**config.mk**
```make
export PLATFORM = sky130hd
export DESIGN_NAME = alarm_snooze_controller_unit_flat
export DESIGN_NICKNAME = d
export VERILOG_FILES = /design/src/sv/asc_pkg.sv /design/src/sv/asc_req_if.sv /design/src/sv/asc_rsp_if.sv /design/src/sv/alarm_snooze_controller_unit.sv /design/src/sv/asc_tick_rem.sv /design/src/sv/asc_core.sv /design/src/flat_wrapper.sv
export SDC_FILE = /design/constraint.sdc
export NUM_CORES = 1
export LEC_CHECK = 0
export ABC_AREA = 1
export BUFFER_PORTS_ARGS = -buffer_cell sky130_fd_sc_hd__buf_2
export CORE_MARGIN = 4
export CORE_UTILIZATION = 60
export CTS_CLUSTER_DIAMETER = 80
export DETAILED_ROUTE_END_ITERATION = 12
export PLACE_DENSITY = 0.9
export SYNTH_ARGS = -nofsm -noshare
export SYNTH_HDL_FRONTEND = slang
export SYNTH_SLANG_ARGS = --single-unit
```
**constraint.sdc**
```tcl
create_clock -name clk_i -period 6.8 [get_ports clk_i]
set_input_delay 0.34 -clock clk_i [delete_from_list [all_inputs] [get_ports clk_i]]
set_output_delay 0.34 -clock clk_i [all_outputs]
set_load 0.02 [all_outputs]
```
**src/sv/asc_pkg.sv**
```systemverilog
package asc_pkg;

  // register indexes on the configuration port
  typedef enum logic [2:0] {
    REG_ALARM_HOUR       = 3'd0,
    REG_ALARM_MINUTE     = 3'd1,
    REG_ALARM_SECOND     = 3'd2,
    REG_TICKS_PER_SECOND = 3'd3,
    REG_NOTIFY_MINUTES   = 3'd4,
    REG_WAIT_MINUTES     = 3'd5,
    REG_MAX_SNOOZES      = 3'd6
  } cfg_reg_e;

  typedef enum logic [1:0] {
    MODE_CLOCK       = 2'd0,
    MODE_NOTIFY      = 2'd1,
    MODE_ALARM_WAIT  = 2'd2,
    MODE_SNOOZE_WAIT = 2'd3
  } mode_e;

  localparam logic [5:0] LastSecond  = 6'd59;
  localparam logic [5:0] LastMinute  = 6'd59;
  localparam logic [3:0] SnoozeLimit = 4'd15;

  localparam logic [4:0] RstAlarmHour   = 5'd0;
  localparam logic [5:0] RstAlarmMinute = 6'd0;
  localparam logic [5:0] RstAlarmSecond = 6'd0;
  localparam logic [7:0] RstTicksPerSec = 8'd100;
  localparam logic [5:0] RstNotifyMin   = 6'd1;
  localparam logic [5:0] RstWaitMin     = 6'd5;
  localparam logic [3:0] RstMaxSnoozes  = 4'd3;

  typedef struct packed {
    logic [4:0] clock_hour;
    logic [5:0] clock_minute;
    logic [5:0] clock_second;
    logic       stop_pressed;
    logic       snooze_pressed;
  } req_t;

  typedef struct packed {
    logic [1:0] mode;
    logic       notify_active;
    logic [3:0] snooze_count;
  } rsp_t;

  typedef struct packed {
    logic [4:0] alarm_hour;
    logic [5:0] alarm_minute;
    logic [5:0] alarm_second;
    logic [7:0] ticks_per_second;
    logic [5:0] notify_minutes;
    logic [5:0] wait_minutes;
    logic [3:0] max_snoozes;
  } cfg_t;

  // tick counter reload from the remainder unit
  typedef struct packed {
    logic       load;
    logic [7:0] value;
  } tick_load_t;

  // a rate of zero behaves as one tick per second
  function automatic logic [7:0] eff_tps(input logic [7:0] tps);
    return (tps == 8'd0) ? 8'd1 : tps;
  endfunction

endpackage

```
**src/sv/asc_req_if.sv**
```systemverilog
interface asc_req_if;
  import asc_pkg::*;

  logic valid;
  logic ready;
  req_t data;

  modport source (output valid, output data, input ready);
  modport sink (input valid, input data, output ready);
endinterface

```
**src/sv/asc_rsp_if.sv**
```systemverilog
interface asc_rsp_if;
  import asc_pkg::*;

  logic valid;
  logic ready;
  rsp_t data;

  modport source (output valid, output data, input ready);
  modport sink (input valid, input data, output ready);
endinterface

```
**src/sv/alarm_snooze_controller_unit.sv**
```systemverilog
// channel   dir  modport  payload                                          handshake
// req_i     in   sink     clock_hour, clock_minute, clock_second, buttons  valid/ready
// rsp_o     out  source   mode, notify_active, snooze_count                valid/ready
// cfg       in   -        cfg_idx_i, cfg_wdata_i                           cfg_we_i only
//
// one request per cycle sustained while the result side is ready and no fold runs; the
// input register loads when a request is taken and the mode step then fills the result
// register from it, so each result passes the input register and then the result register
// writing ticks_per_second starts a remainder pass over the tick counter, one quotient
// bit per cycle, and no request is taken while it runs
// reset: clock mode, all counters and held time zero, registers at their defaults
// a stalled result holds in the result register; the input register keeps
// taking requests until both stages are full
module alarm_snooze_controller_unit (
  input  logic         clk_i,
  input  logic         rst_ni,
  asc_req_if.sink      req_i,
  asc_rsp_if.source    rsp_o,
  input  logic         cfg_we_i,
  input  logic [2:0]   cfg_idx_i,
  input  logic [7:0]   cfg_wdata_i
);
  import asc_pkg::*;

  // configuration registers
  cfg_t       cfg_q;

  // input stage
  logic       s1_valid_q, s1_valid_d;
  req_t       s1_data_q;
  logic       s1_adv;

  // core and remainder unit hookup
  logic       core_ready;
  logic       core_valid;
  rsp_t       core_data;
  logic [7:0] core_tick;
  logic       rem_busy;
  logic       rem_start;
  tick_load_t tick_load;

  // input stage moves when it is empty or the core takes its request
  assign s1_adv      = !s1_valid_q || core_ready;
  assign req_i.ready = s1_adv && !rem_busy;

  always_comb begin
    s1_valid_d = s1_valid_q;
    if (s1_adv) begin
      s1_valid_d = req_i.valid && !rem_busy;
    end
  end

  always_ff @(posedge clk_i or negedge rst_ni) begin
    if (!rst_ni) begin
      s1_valid_q <= 1'b0;
    end else begin
      s1_valid_q <= s1_valid_d;
    end
  end

  always_ff @(posedge clk_i) begin
    if (req_i.valid && req_i.ready) begin
      s1_data_q <= req_i.data;
    end
  end

  // register writes, indexes past the list are dropped
  always_ff @(posedge clk_i or negedge rst_ni) begin
    if (!rst_ni) begin
      cfg_q.alarm_hour       <= RstAlarmHour;
      cfg_q.alarm_minute     <= RstAlarmMinute;
      cfg_q.alarm_second     <= RstAlarmSecond;
      cfg_q.ticks_per_second <= RstTicksPerSec;
      cfg_q.notify_minutes   <= RstNotifyMin;
      cfg_q.wait_minutes     <= RstWaitMin;
      cfg_q.max_snoozes      <= RstMaxSnoozes;
    end else if (cfg_we_i) begin
      unique case (cfg_idx_i)
        REG_ALARM_HOUR:       cfg_q.alarm_hour       <= cfg_wdata_i[4:0];
        REG_ALARM_MINUTE:     cfg_q.alarm_minute     <= cfg_wdata_i[5:0];
        REG_ALARM_SECOND:     cfg_q.alarm_second     <= cfg_wdata_i[5:0];
        REG_TICKS_PER_SECOND: cfg_q.ticks_per_second <= cfg_wdata_i;
        REG_NOTIFY_MINUTES:   cfg_q.notify_minutes   <= cfg_wdata_i[5:0];
        REG_WAIT_MINUTES:     cfg_q.wait_minutes     <= cfg_wdata_i[5:0];
        REG_MAX_SNOOZES:      cfg_q.max_snoozes      <= cfg_wdata_i[3:0];
        default: begin
        end
      endcase
    end
  end

  // a new rate may sit below the current count, so fold the count into range
  assign rem_start = cfg_we_i && (cfg_idx_i == REG_TICKS_PER_SECOND);

  asc_tick_rem u_tick_rem (
    .clk_i      (clk_i),
    .rst_ni     (rst_ni),
    .start_i    (rem_start),
    .divisor_i  (cfg_wdata_i),
    .dividend_i (core_tick),
    .busy_o     (rem_busy),
    .load_o     (tick_load)
  );

  asc_core u_core (
    .clk_i       (clk_i),
    .rst_ni      (rst_ni),
    .cfg_i       (cfg_q),
    .tick_load_i (tick_load),
    .in_valid_i  (s1_valid_q),
    .in_data_i   (s1_data_q),
    .in_ready_o  (core_ready),
    .out_valid_o (core_valid),
    .out_data_o  (core_data),
    .out_ready_i (rsp_o.ready),
    .tick_o      (core_tick)
  );

  assign rsp_o.valid = core_valid;
  assign rsp_o.data  = core_data;

`ifndef SYNTH
  // no request gets in while the tick counter is being folded
  a_busy_blocks_req: assert property (@(posedge clk_i) disable iff (!rst_ni)
    rem_busy |-> !req_i.ready)
    else $error("request taken during tick counter fold");

  // a taken request always lands in the input stage
  a_req_lands: assert property (@(posedge clk_i) disable iff (!rst_ni)
    (req_i.valid && req_i.ready) |=> s1_valid_q)
    else $error("accepted request lost");

  // the fold ends with its reload unless a new rate write restarts it
  a_fold_ends: assert property (@(posedge clk_i) disable iff (!rst_ni)
    (tick_load.load && !rem_start) |=> !rem_busy)
    else $error("fold still busy after reload");
`endif

endmodule

```
**src/sv/asc_tick_rem.sv**
```systemverilog
module asc_tick_rem (
  input  logic                   clk_i,
  input  logic                   rst_ni,
  input  logic                   start_i,
  input  logic [7:0]             divisor_i,
  input  logic [7:0]             dividend_i,
  output logic                   busy_o,
  output asc_pkg::tick_load_t    load_o
);
  import asc_pkg::*;

  logic       busy_q, busy_d;
  logic [2:0] cnt_q, cnt_d;
  logic [7:0] rem_q, rem_d;
  logic [7:0] dvd_q;
  logic [7:0] div_q;
  logic [8:0] trial;
  logic [8:0] diff;
  logic [7:0] rem_step;

  // one restoring step per cycle, msb first
  assign trial    = {rem_q, dvd_q[cnt_q]};
  assign diff     = trial - {1'b0, div_q};
  assign rem_step = (trial >= {1'b0, div_q}) ? diff[7:0] : trial[7:0];

  assign busy_o       = busy_q;
  assign load_o.load  = busy_q && (cnt_q == 3'd0);
  assign load_o.value = rem_step;

  always_comb begin
    busy_d = busy_q;
    cnt_d  = cnt_q;
    rem_d  = rem_q;
    if (start_i) begin
      busy_d = 1'b1;
      cnt_d  = 3'd7;
      rem_d  = 8'd0;
    end else if (busy_q) begin
      rem_d = rem_step;
      cnt_d = cnt_q - 3'd1;
      if (cnt_q == 3'd0) begin
        busy_d = 1'b0;
      end
    end
  end

  always_ff @(posedge clk_i or negedge rst_ni) begin
    if (!rst_ni) begin
      busy_q <= 1'b0;
      cnt_q  <= 3'd0;
    end else begin
      busy_q <= busy_d;
      cnt_q  <= cnt_d;
    end
  end

  always_ff @(posedge clk_i) begin
    rem_q <= rem_d;
    if (start_i) begin
      dvd_q <= dividend_i;
      div_q <= eff_tps(divisor_i);
    end
  end

endmodule

```
**src/sv/asc_core.sv**
```systemverilog
module asc_core (
  input  logic                 clk_i,
  input  logic                 rst_ni,
  input  asc_pkg::cfg_t        cfg_i,
  input  asc_pkg::tick_load_t  tick_load_i,
  input  logic                 in_valid_i,
  input  asc_pkg::req_t        in_data_i,
  output logic                 in_ready_o,
  output logic                 out_valid_o,
  output asc_pkg::rsp_t        out_data_o,
  input  logic                 out_ready_i,
  output logic [7:0]           tick_o
);
  import asc_pkg::*;

  mode_e      mode_q, mode_d;
  logic [7:0] tick_q, tick_d;
  logic [4:0] held_hour_q, held_hour_d;
  logic [5:0] held_min_q, held_min_d;
  logic [5:0] held_sec_q, held_sec_d;
  logic [5:0] el_sec_q, el_sec_d;
  logic [5:0] el_min_q, el_min_d;
  logic       snz_used_q, snz_used_d;
  logic [3:0] snz_taken_q, snz_taken_d;
  logic       out_valid_q, out_valid_d;
  rsp_t       out_q, out_d;

  logic       fire;
  logic [7:0] tps;
  logic [7:0] tick_mod;
  logic [7:0] tick_nxt;
  logic       sec_tick;
  logic       alarm_hit;
  logic       go;
  mode_e      target;

  assign in_ready_o  = !out_valid_q || out_ready_i;
  assign fire        = in_valid_i && in_ready_o;
  assign out_valid_o = out_valid_q;
  assign out_data_o  = out_q;
  assign tick_o      = tick_q;

  // counter never exceeds the rate outside a reload, so the wrap is a compare
  assign tps      = eff_tps(cfg_i.ticks_per_second);
  assign tick_mod = (tick_q == tps) ? 8'd0 : tick_q;
  assign tick_nxt = tick_mod + 8'd1;
  assign sec_tick = (tick_nxt == tps);

  always_comb begin
    mode_d      = mode_q;
    tick_d      = tick_q;
    held_hour_d = held_hour_q;
    held_min_d  = held_min_q;
    held_sec_d  = held_sec_q;
    el_sec_d    = el_sec_q;
    el_min_d    = el_min_q;
    snz_used_d  = snz_used_q;
    snz_taken_d = snz_taken_q;
    out_d       = out_q;
    go          = 1'b0;
    target      = mode_q;
    alarm_hit   = 1'b0;

    if (fire) begin
      tick_d = tick_nxt;
      if (sec_tick) begin
        held_hour_d = in_data_i.clock_hour;
        held_min_d  = in_data_i.clock_minute;
        held_sec_d  = in_data_i.clock_second;
        if (el_sec_q >= LastSecond) begin
          el_sec_d = 6'd0;
          el_min_d = (el_min_q >= LastMinute) ? 6'd0 : el_min_q + 6'd1;
        end else begin
          el_sec_d = el_sec_q + 6'd1;
        end
      end

      alarm_hit = (held_hour_d == cfg_i.alarm_hour) &&
                  (held_min_d == cfg_i.alarm_minute) &&
                  (held_sec_d == cfg_i.alarm_second);

      unique case (mode_q)
        MODE_CLOCK: begin
          if (alarm_hit) begin
            snz_used_d  = 1'b0;
            snz_taken_d = 4'd0;
            go          = 1'b1;
            target      = MODE_NOTIFY;
          end
        end
        MODE_NOTIFY: begin
          if (in_data_i.stop_pressed) begin
            go     = 1'b1;
            target = MODE_CLOCK;
          end else if (!snz_used_q && in_data_i.snooze_pressed) begin
            snz_used_d = 1'b1;
            go         = 1'b1;
            target     = MODE_SNOOZE_WAIT;
          end else if (el_min_d == cfg_i.notify_minutes) begin
            go = 1'b1;
            if (snz_used_q) begin
              if (snz_taken_q < SnoozeLimit) begin
                snz_taken_d = snz_taken_q + 4'd1;
              end
              target = MODE_SNOOZE_WAIT;
            end else begin
              target = MODE_ALARM_WAIT;
            end
          end
        end
        MODE_ALARM_WAIT: begin
          if (in_data_i.stop_pressed) begin
            go     = 1'b1;
            target = MODE_CLOCK;
          end else if (el_min_d == cfg_i.wait_minutes) begin
            go     = 1'b1;
            target = MODE_NOTIFY;
          end
        end
        MODE_SNOOZE_WAIT: begin
          if (in_data_i.stop_pressed || (snz_taken_q == cfg_i.max_snoozes)) begin
            go     = 1'b1;
            target = MODE_CLOCK;
          end else if (el_min_d == cfg_i.wait_minutes) begin
            go     = 1'b1;
            target = MODE_NOTIFY;
          end
        end
      endcase

      // every mode change restarts the elapsed time
      if (go) begin
        mode_d   = target;
        el_sec_d = 6'd0;
        el_min_d = 6'd0;
      end

      out_d.mode          = mode_d;
      out_d.notify_active = (mode_q == MODE_NOTIFY);
      out_d.snooze_count  = snz_taken_d;
    end else if (tick_load_i.load) begin
      tick_d = tick_load_i.value;
    end

    if (fire) begin
      out_valid_d = 1'b1;
    end else if (out_ready_i) begin
      out_valid_d = 1'b0;
    end else begin
      out_valid_d = out_valid_q;
    end
  end

  always_ff @(posedge clk_i or negedge rst_ni) begin
    if (!rst_ni) begin
      mode_q      <= MODE_CLOCK;
      tick_q      <= 8'd0;
      held_hour_q <= 5'd0;
      held_min_q  <= 6'd0;
      held_sec_q  <= 6'd0;
      el_sec_q    <= 6'd0;
      el_min_q    <= 6'd0;
      snz_used_q  <= 1'b0;
      snz_taken_q <= 4'd0;
      out_valid_q <= 1'b0;
    end else begin
      mode_q      <= mode_d;
      tick_q      <= tick_d;
      held_hour_q <= held_hour_d;
      held_min_q  <= held_min_d;
      held_sec_q  <= held_sec_d;
      el_sec_q    <= el_sec_d;
      el_min_q    <= el_min_d;
      snz_used_q  <= snz_used_d;
      snz_taken_q <= snz_taken_d;
      out_valid_q <= out_valid_d;
    end
  end

  always_ff @(posedge clk_i) begin
    out_q <= out_d;
  end

endmodule

```
**src/flat_wrapper.sv**
```systemverilog
// flat-port wrapper written by rule: the top's interface ports become plain ports
module alarm_snooze_controller_unit_flat import asc_pkg::*;
  (clk_i, rst_ni, cfg_we_i, cfg_idx_i, cfg_wdata_i, req_i_valid, req_i_data, req_i_ready, rsp_o_valid, rsp_o_data, rsp_o_ready);
  asc_req_if req_i_i ();
  asc_rsp_if rsp_o_i ();
  input  logic clk_i;
  input  logic rst_ni;
  input  logic cfg_we_i;
  input  logic [2:0] cfg_idx_i;
  input  logic [7:0] cfg_wdata_i;
  input wire logic [$bits(req_i_i.valid)-1:0] req_i_valid;
  input wire logic [$bits(req_i_i.data)-1:0] req_i_data;
  output wire logic [$bits(req_i_i.ready)-1:0] req_i_ready;
  output wire logic [$bits(rsp_o_i.valid)-1:0] rsp_o_valid;
  output wire logic [$bits(rsp_o_i.data)-1:0] rsp_o_data;
  input wire logic [$bits(rsp_o_i.ready)-1:0] rsp_o_ready;
  assign req_i_i.valid = req_i_valid;
  assign req_i_i.data = req_i_data;
  assign req_i_ready = req_i_i.ready;
  assign rsp_o_valid = rsp_o_i.valid;
  assign rsp_o_data = rsp_o_i.data;
  assign rsp_o_i.ready = rsp_o_ready;
  alarm_snooze_controller_unit u_core (.clk_i(clk_i), .rst_ni(rst_ni), .req_i(req_i_i), .rsp_o(rsp_o_i), .cfg_we_i(cfg_we_i), .cfg_idx_i(cfg_idx_i), .cfg_wdata_i(cfg_wdata_i));
endmodule
```
==> results of run 1 <==
-- Yosys cell counts, drive strengths merged --
library cell	count	share of area, %
nand2	319	15
clkbuf	23	1.1
o31ai	3	0.29
a21o	1	0.096
nand3b	19	1.8
clkinv	1	0.048
nor3b	1	0.096
dfrtp	83	26
o21ai	90	5.7
nor2	63	3.2
nand3	112	7.3
nor4	1	0.080
inv	146	7.0
or2	3	0.24
buf	12	1.0
dfstp	8	2.7
edfxtp	42	16
a21oi	14	0.89
o41ai	2	0.22
ha	14	2.2
o211ai	8	0.77
a31oi	2	0.16
nor3	8	0.51
mux2i	1	0.13
xnor2	3	0.34
nand4	13	1.2
o22ai	8	0.64
a41oi	1	0.11
o21bai	1	0.096
fa	1	0.26
dfxtp	8	2.0
o221ai	9	1.0
xor2	7	0.78
-- area by class of cell --
cell class,instances,area (um^2)
Fill cell,981,3970
Sequential cell,141,3710
Multi-Input combinational cell,704,3420
Inverter,147,552
Clock buffer,21,450
Timing Repair Buffer,49,265
Tap cell,172,215
Clock inverter,11,144
-- stage by stage --
| stage | setup slack (ns) | cell area (um^2) |
|---|---|---|
| floorplan | 3.30 | 7840 |
| global placement | 1.96 | 8150 |
| detailed placement | 1.84 | 8150 |
| CTS | 1.76 | 8750 |
| global route | 1.14 | 8750 |
| finish | 1.64 | 8750 |
-- power groups by stage --
stage	Sequential (mW)	Clock [mW]	Combinational, mW
2_1_floorplan	1.27	0	1.07
3_3_place_gp	1.31	0	1.32
3_5_place_dp	1.32	0	1.38
4_1_cts	1.31	0.944	1.40
5_1_grt	1.34	0.982	1.61
6_report	1.32	0.937	1.43
-- layout by cell type, fill, tap and decap left out, types with 17 or more instances in the layout --
| cell | n |
|---|---|
| buf_2 | 42 |
| clkbuf_16 | 17 |
| dfrtp_1 | 83 |
| edfxtp_1 | 42 |
| inv_1 | 142 |
| nand2_1 | 316 |
| nand3_1 | 109 |
| nand3b_1 | 19 |
| nor2_1 | 60 |
| o21ai_0 | 84 |
-- registers in the layout, summed over array words and instances, names as in the netlist, 7 cells and up --
signal                    count
u_core.cfg_q                 41
u_core.s1_data_q             19
u_core.u_core.out_data_o      7
u_core.u_core.tick_o          8
u_core.u_tick_rem.div_q       8
u_core.u_tick_rem.dvd_q       8
u_core.u_tick_rem.rem_q       8
-- worst reg2reg max path: cells and delay by family (launching register included) --
| family | cells | cell delay, ns |
|---|---|---|
| AND/OR/NAND/NOR | 24 | 3.75 |
| flip-flops | 1 | 0.57 |
| adder cells (fa/ha/maj) | 1 | 0.31 |
| XOR/XNOR | 1 | 0.16 |
| buffers and inverters | 2 | 0.12 |
| AO/OA/AOI/OAI | 1 | 0.12 |
-- routing by layer --
metal  track usage [%]  up-vias  wire length, um
met4              15.5        0              981
met2              43.7      348             9080
met5                 0        -                0
met3              4.33       92             1410
li1                  -     3418                -
met1              35.9     3287             8020
-- worst min-delay path by stage --
stage,from,endpoint
2_1_floorplan,rst_ni,u_core.cfg_q[11]
3_3_place_gp,rst_ni,u_core.u_core.out_valid_o
3_5_place_dp,rst_ni,u_core.u_core.out_valid_o
4_1_cts,req_i_data[7],u_core.s1_data_q[7]
5_1_grt,req_i_data[1],u_core.s1_data_q[1]
6_report,req_i_data[7],u_core.s1_data_q[7]
-- kinds of logic (layout without fill, tap and decap cells) --
logic type	count (synthesis)	in the layout	synth area share, %
buffers and inverters	182	228	9.16
muxes	1	1	0.128
and+or+nand+nor	539	539	29.8
DFF	141	141	47.3
xor gates and xnor gates	10	10	1.12
adders and majority gates	15	15	2.49
AOI/OAI and AO/OA	139	139	10.0
==> run summary, run 1 <==
Iter 0 DRT Violations = 728
Vias post-DR = 7145
Post-Layout Cell Count = 1245
Critical-path top delay cell = nand2_2
Worst slew pin tran = 0.895 ns
Crit path buf inv count = 2
F_max = 194 MHz
Htree depth = 4
Reg clk slew, reported paths = 0.06 ns
Logic gate share of total power = 38.8%
Unrepaired setup endpoints after global routing = no
Pwr Density = 421 mW/mm^2
Clk network pwr share = 25.4%
Crit path capture = u_core.u_core.el_sec_q[0]
Worst r2r path cells = 29
Status = complete, no violations
Final #Nets = 1110
Synth Register Bits = 141
Fin Setup TNS = 0 ns
Inserted Diodes = 0
Sequential element share of the synthesized area = 47.3%
Clk_lat worst skew = 0.43 ns
Largest net degree at the start of global routing = 69
Site row count = 41
Fin crit share = 75.9%
Synthesized Nets = 1077
DR WL/cell = 15.7 um
Initial antenna violation count = 0
Flop-to-flop setup slack = 1.64 ns
Post-CTS Setup Bufs = 0
WS Path Type = reg -> reg
Routability cong. = 0.950
CTS tree = built
Root buffer cell = clkbuf_16
CP top delay family = simple AND/OR/NAND/NOR gates
Post-route DRC violation count = 0
Slew Limit Fails = 0
Sink Count = 141
Hold-fix buffers, CTS = 1
YS warnings = 0
WHS Path Cells = 1
CP endpoint kind = flop
Die Y = 122 um
Sw power = 1.51 mW
Initial core utilization = 61.7%
Most used cell, CP = nand2_1
Chip width = 122 um
Num ports = 44
DRT Pass-1 Iters = 6
CP required = 7.11 ns
Setup crit start kind = flop
WP depth = 29
Vias in the first global route = 6847
Post-Route WL = 19.5 mm
Internal = 2.17 mW
Reg power frac = 35.8%
# resized after CTS = 0
Slowest stage delay, CP = 0.60 ns
Crit path from = u_core.cfg_q[18]
Max Cap Viol = 0
Leak = 4.32 nW
Total CTS buffers = 17
Gr ovfl total = 0
Switching part of the total = 41.0%
Final setup violation count = 0
Worst R2R Start = u_core.cfg_q[18]
Port Buf Inserts = 43
Clk buf depth = 2
Final ANT Viol Nets = 0
HPWL after detailed placement = 13.4 mm
Mapped Cells = 1027
VDD IR-drop max = 0.251 mV
Worst Path Arrival = 5.47 ns
Gr usage total = 27.4%
Min Tclk post-route = 5.16 ns
Unique cell type count in the Yosys netlist = 43
RR Endpoint = u_core.u_core.el_sec_q[0]
Post-Syn Area = 0.00784 mm^2
Total Power = 3.68 mW
Share of layout cells above drive strength 1 = 9.60%
Critical path fanouts, max = 34
Layout area overhead = 11.6%
Core ar. = 0.0127 mm^2
Hold slack = 0.0849 ns
Final Hold Vio Count = 0
Final core utilization = 68.8%
Avg Cell Area, Syn = 7.64 um^2
Die ar. = 0.0150 mm^2
Worst min path class = in -> reg
Vias per cell = 5.74
First-pass GRT wire length = 32.6 mm
Relative slew margins = 39.9%
Placed cell count = 1212
Clk_skew = 0.00850 ns
No activity file was read; power rests on OpenSTA's default activity.
==> run 2: changes to the inputs <==
Clock period 6.8 ns to 5.1 ns, I/O delays scaled along.
==> run 2 against run 1 <==
Net effect:
- the flow now finishes with violations (hold timing)
- via count grew 1.8%
- clock power grew 36%
- wire length grew 0.82%
- critical path type unchanged
- critical endpoint is now u_core.u_core.el_sec_q[1]
- largest cell class unchanged
- largest power group unchanged
==> run summary, run 2 (synthesis gave the netlist of run 1 again) <==
Fin crit share = 89.0% (+13 points)
Slew Limit Fails = 0 (unchanged)
Placed cell count = 1212 (unchanged)
Critical path fanouts, max = 34 (unchanged)
Port Buf Inserts = 43 (unchanged)
Worst Path Arrival = 4.86 ns (-0.61 ns)
Fin Setup TNS = 0 ns (unchanged)
DRT Pass-1 Iters = 5 (-1)
Final ANT Viol Nets = 0 (unchanged)
Site row count = 41 (unchanged)
Final worst-path setup slack = 0.560 ns (-1.08 ns)
Largest Register = u_core.cfg_q
Unrepaired setup endpoints after global routing = no
Vias post-DR = 7273 (+1.8%)
Layout area overhead = 12.2%
Clk buf depth = 2 (unchanged)
Inserted Diodes = 0 (unchanged)
Final Hold Vio Count = 1 (+1)
Gr ovfl total = 0 (unchanged)
Chip width = 122 um (unchanged)
Slowest stage delay, CP = 0.56 ns (-0.04 ns)
Vias per cell = 5.82 (+1.4%)
Most used cell, CP = nand2_1
Htree depth = 4 (unchanged)
Hold slack = -0.00105 ns (-0.0860 ns)
Total CTS buffers = 17 (unchanged)
Root buffer cell = clkbuf_16
Max Cap Viol = 0 (unchanged)
First-pass GRT wire length = 32.5 mm (-0.42%)
Pwr Density = 561 mW/mm^2 (+33%)
Crit path buf inv count = 3 (+1)
# resized after CTS = 0 (unchanged)
Placed Area = 0.00815 mm^2 (unchanged)
Leak = 4.33 nW (+0.33%)
Setup crit start kind = flop
Post-route DRC violation count = 0 (unchanged)
Reg clk slew, reported paths = 0.06 ns (about the same)
Largest net degree at the start of global routing = 66 (-4.3%)
Failing checks = hold timing
Post-Place Worst Slack = 0.768 ns (-1.07 ns)
Final core utilization = 69.2% (+0.40 points)
Worst min path class = in -> reg
Min Tclk post-route = 4.54 ns (-0.624 ns)
CP top delay family = simple AND/OR/NAND/NOR gates
Relative slew margins = 34.0% (-5.9 points)
Num ports = 44 (unchanged)
Gr usage total = 27.4% (-0.059 points)
Crit path from = u_core.cfg_q[22]
HPWL after detailed placement = 13.2 mm (-1.7%)
Fill cells = 946 (-3.6%)
Core ar. = 0.0127 mm^2 (unchanged)
Status = finished with violations
Final non-filler cell area = 0.00880 mm^2 (+0.59%)
Final setup violation count = 0 (unchanged)
Worst slew pin tran = 0.982 ns (+0.0868 ns)
Die ar. = 0.0150 mm^2 (unchanged)
VDD IR-drop max = 0.368 mV (+46%)
WS Path Type = reg -> reg
Vias in the first global route = 6879 (+0.47%)
Iter 0 DRT Violations = 806 (+11%)
Commonest non-fill, non-tap cell in the layout = nand2_1
Commonest cells after routing, fill and taps aside = 316 x nand2_1, 142 x inv_1, 109 x nand3_1, 84 x o21ai_0, 83 x dfrtp_1
Biggest regs = u_core.cfg_q x41, u_core.s1_data_q x19
Critical-path top delay cell = dfstp_2
Hold_sp = req_i_data[0]
Post-Route WL = 19.7 mm (+0.82%)
Max reg flops = 41 (unchanged)
Worst R2R Start = u_core.cfg_q[22]
CP endpoint kind = flop
Clk_skew = 0.00860 ns (+0.000105 ns)
Final #Nets = 1115 (+0.45%)
Post-Layout Cell Count = 1250 (+0.40%)
Share of layout cells above drive strength 1 = 9.46% (-0.14 points)
Initial antenna violation count = 0 (unchanged)
Die Y = 122 um (unchanged)
F_max = 220 MHz (+14%)
Post-CTS Setup Bufs = 0 (unchanged)
Sink Count = 141 (unchanged)
CP required = 5.42 ns (-1.69 ns)
Clk_lat worst skew = 0.43 ns (about the same)
DR WL/cell = 15.7 um (+0.42%)
CTS tree = built
Total Power = 4.94 mW (+34%)
Initial core utilization = 61.7% (unchanged)
Routability cong. = 0.973 (+2.4%)
## run 2: cell count changes in the layout (fill, tap and decap cells not counted), sizes merged
cell,before,now
dlygate4sd3,1,6
clkinvlp,1,2
clkinv,8,6
clkbuf,21,22
## run 2: worst register-to-register path, delay by kind of cell (launching register included)
family | cells | cell delay [ns]
adder cells (fa/ha/maj) | 1 | 0.31
flip-flops | 1 | 0.56
XOR/XNOR | 1 | 0.17
buffers and inverters | 3 | 0.18
AO/OA/AOI/OAI | 1 | 0.12
AND/OR/NAND/NOR | 23 | 3.08
## run 2: area by class of cell
class | instances | area, um^2 | area share (%)
clock inverters | 10 | 141 | 1.61
well taps | 172 | 215 | 2.44
multi-input cells | 704 | 3420 | 38.8
inverters | 147 | 552 | 6.27
repair buffers | 54 | 315 | 3.58
flip-flops and latches | 141 | 3710 | 42.1
clock buffers | 22 | 454 | 5.16
## run 2: path summary, 6_finish.rpt
kind | to | slack [ns] | depth (start not counted)
worst max-delay path | u_core.u_core.el_sec_q[1] | 0.56 | 29
worst min-delay path | u_core.s1_data_q[0] | -0.001 | 1
worst max register to register | u_core.u_core.el_sec_q[1] | 0.56 | 29
worst min register to register | u_core.u_core.held_hour_q[2] | 0.49 | 2
max in group asynchronous | u_core.u_core.el_min_q[1] | 3.67 | 3
min in group asynchronous | u_core.cfg_q[26] | 0.28 | 2
## run 2: what timing repair did
action	CTS	global route
endpoints found under the setup margin	0	0
hold endpoints to repair	26	4
hold buffers	2	4
## run 2: report_power, final
| part | internal (mW) | switching, mW | total (mW) |
|---|---|---|---|
| combinational | 0.631 | 1.29 | 1.92 |
| clock | 0.782 | 0.485 | 1.27 |
| sequential | 1.49 | 0.263 | 1.75 |
| total | 2.90 | 2.04 | 4.94 |
## run 2: per-layer routing
layer  vias up  wire [um]  track usage, %
met5         -          0               0
met4         0        581            12.1
met3        69       1700            6.73
met2       389       9330            43.9
met1      3380       8040            35.3
li1       3435          -               -
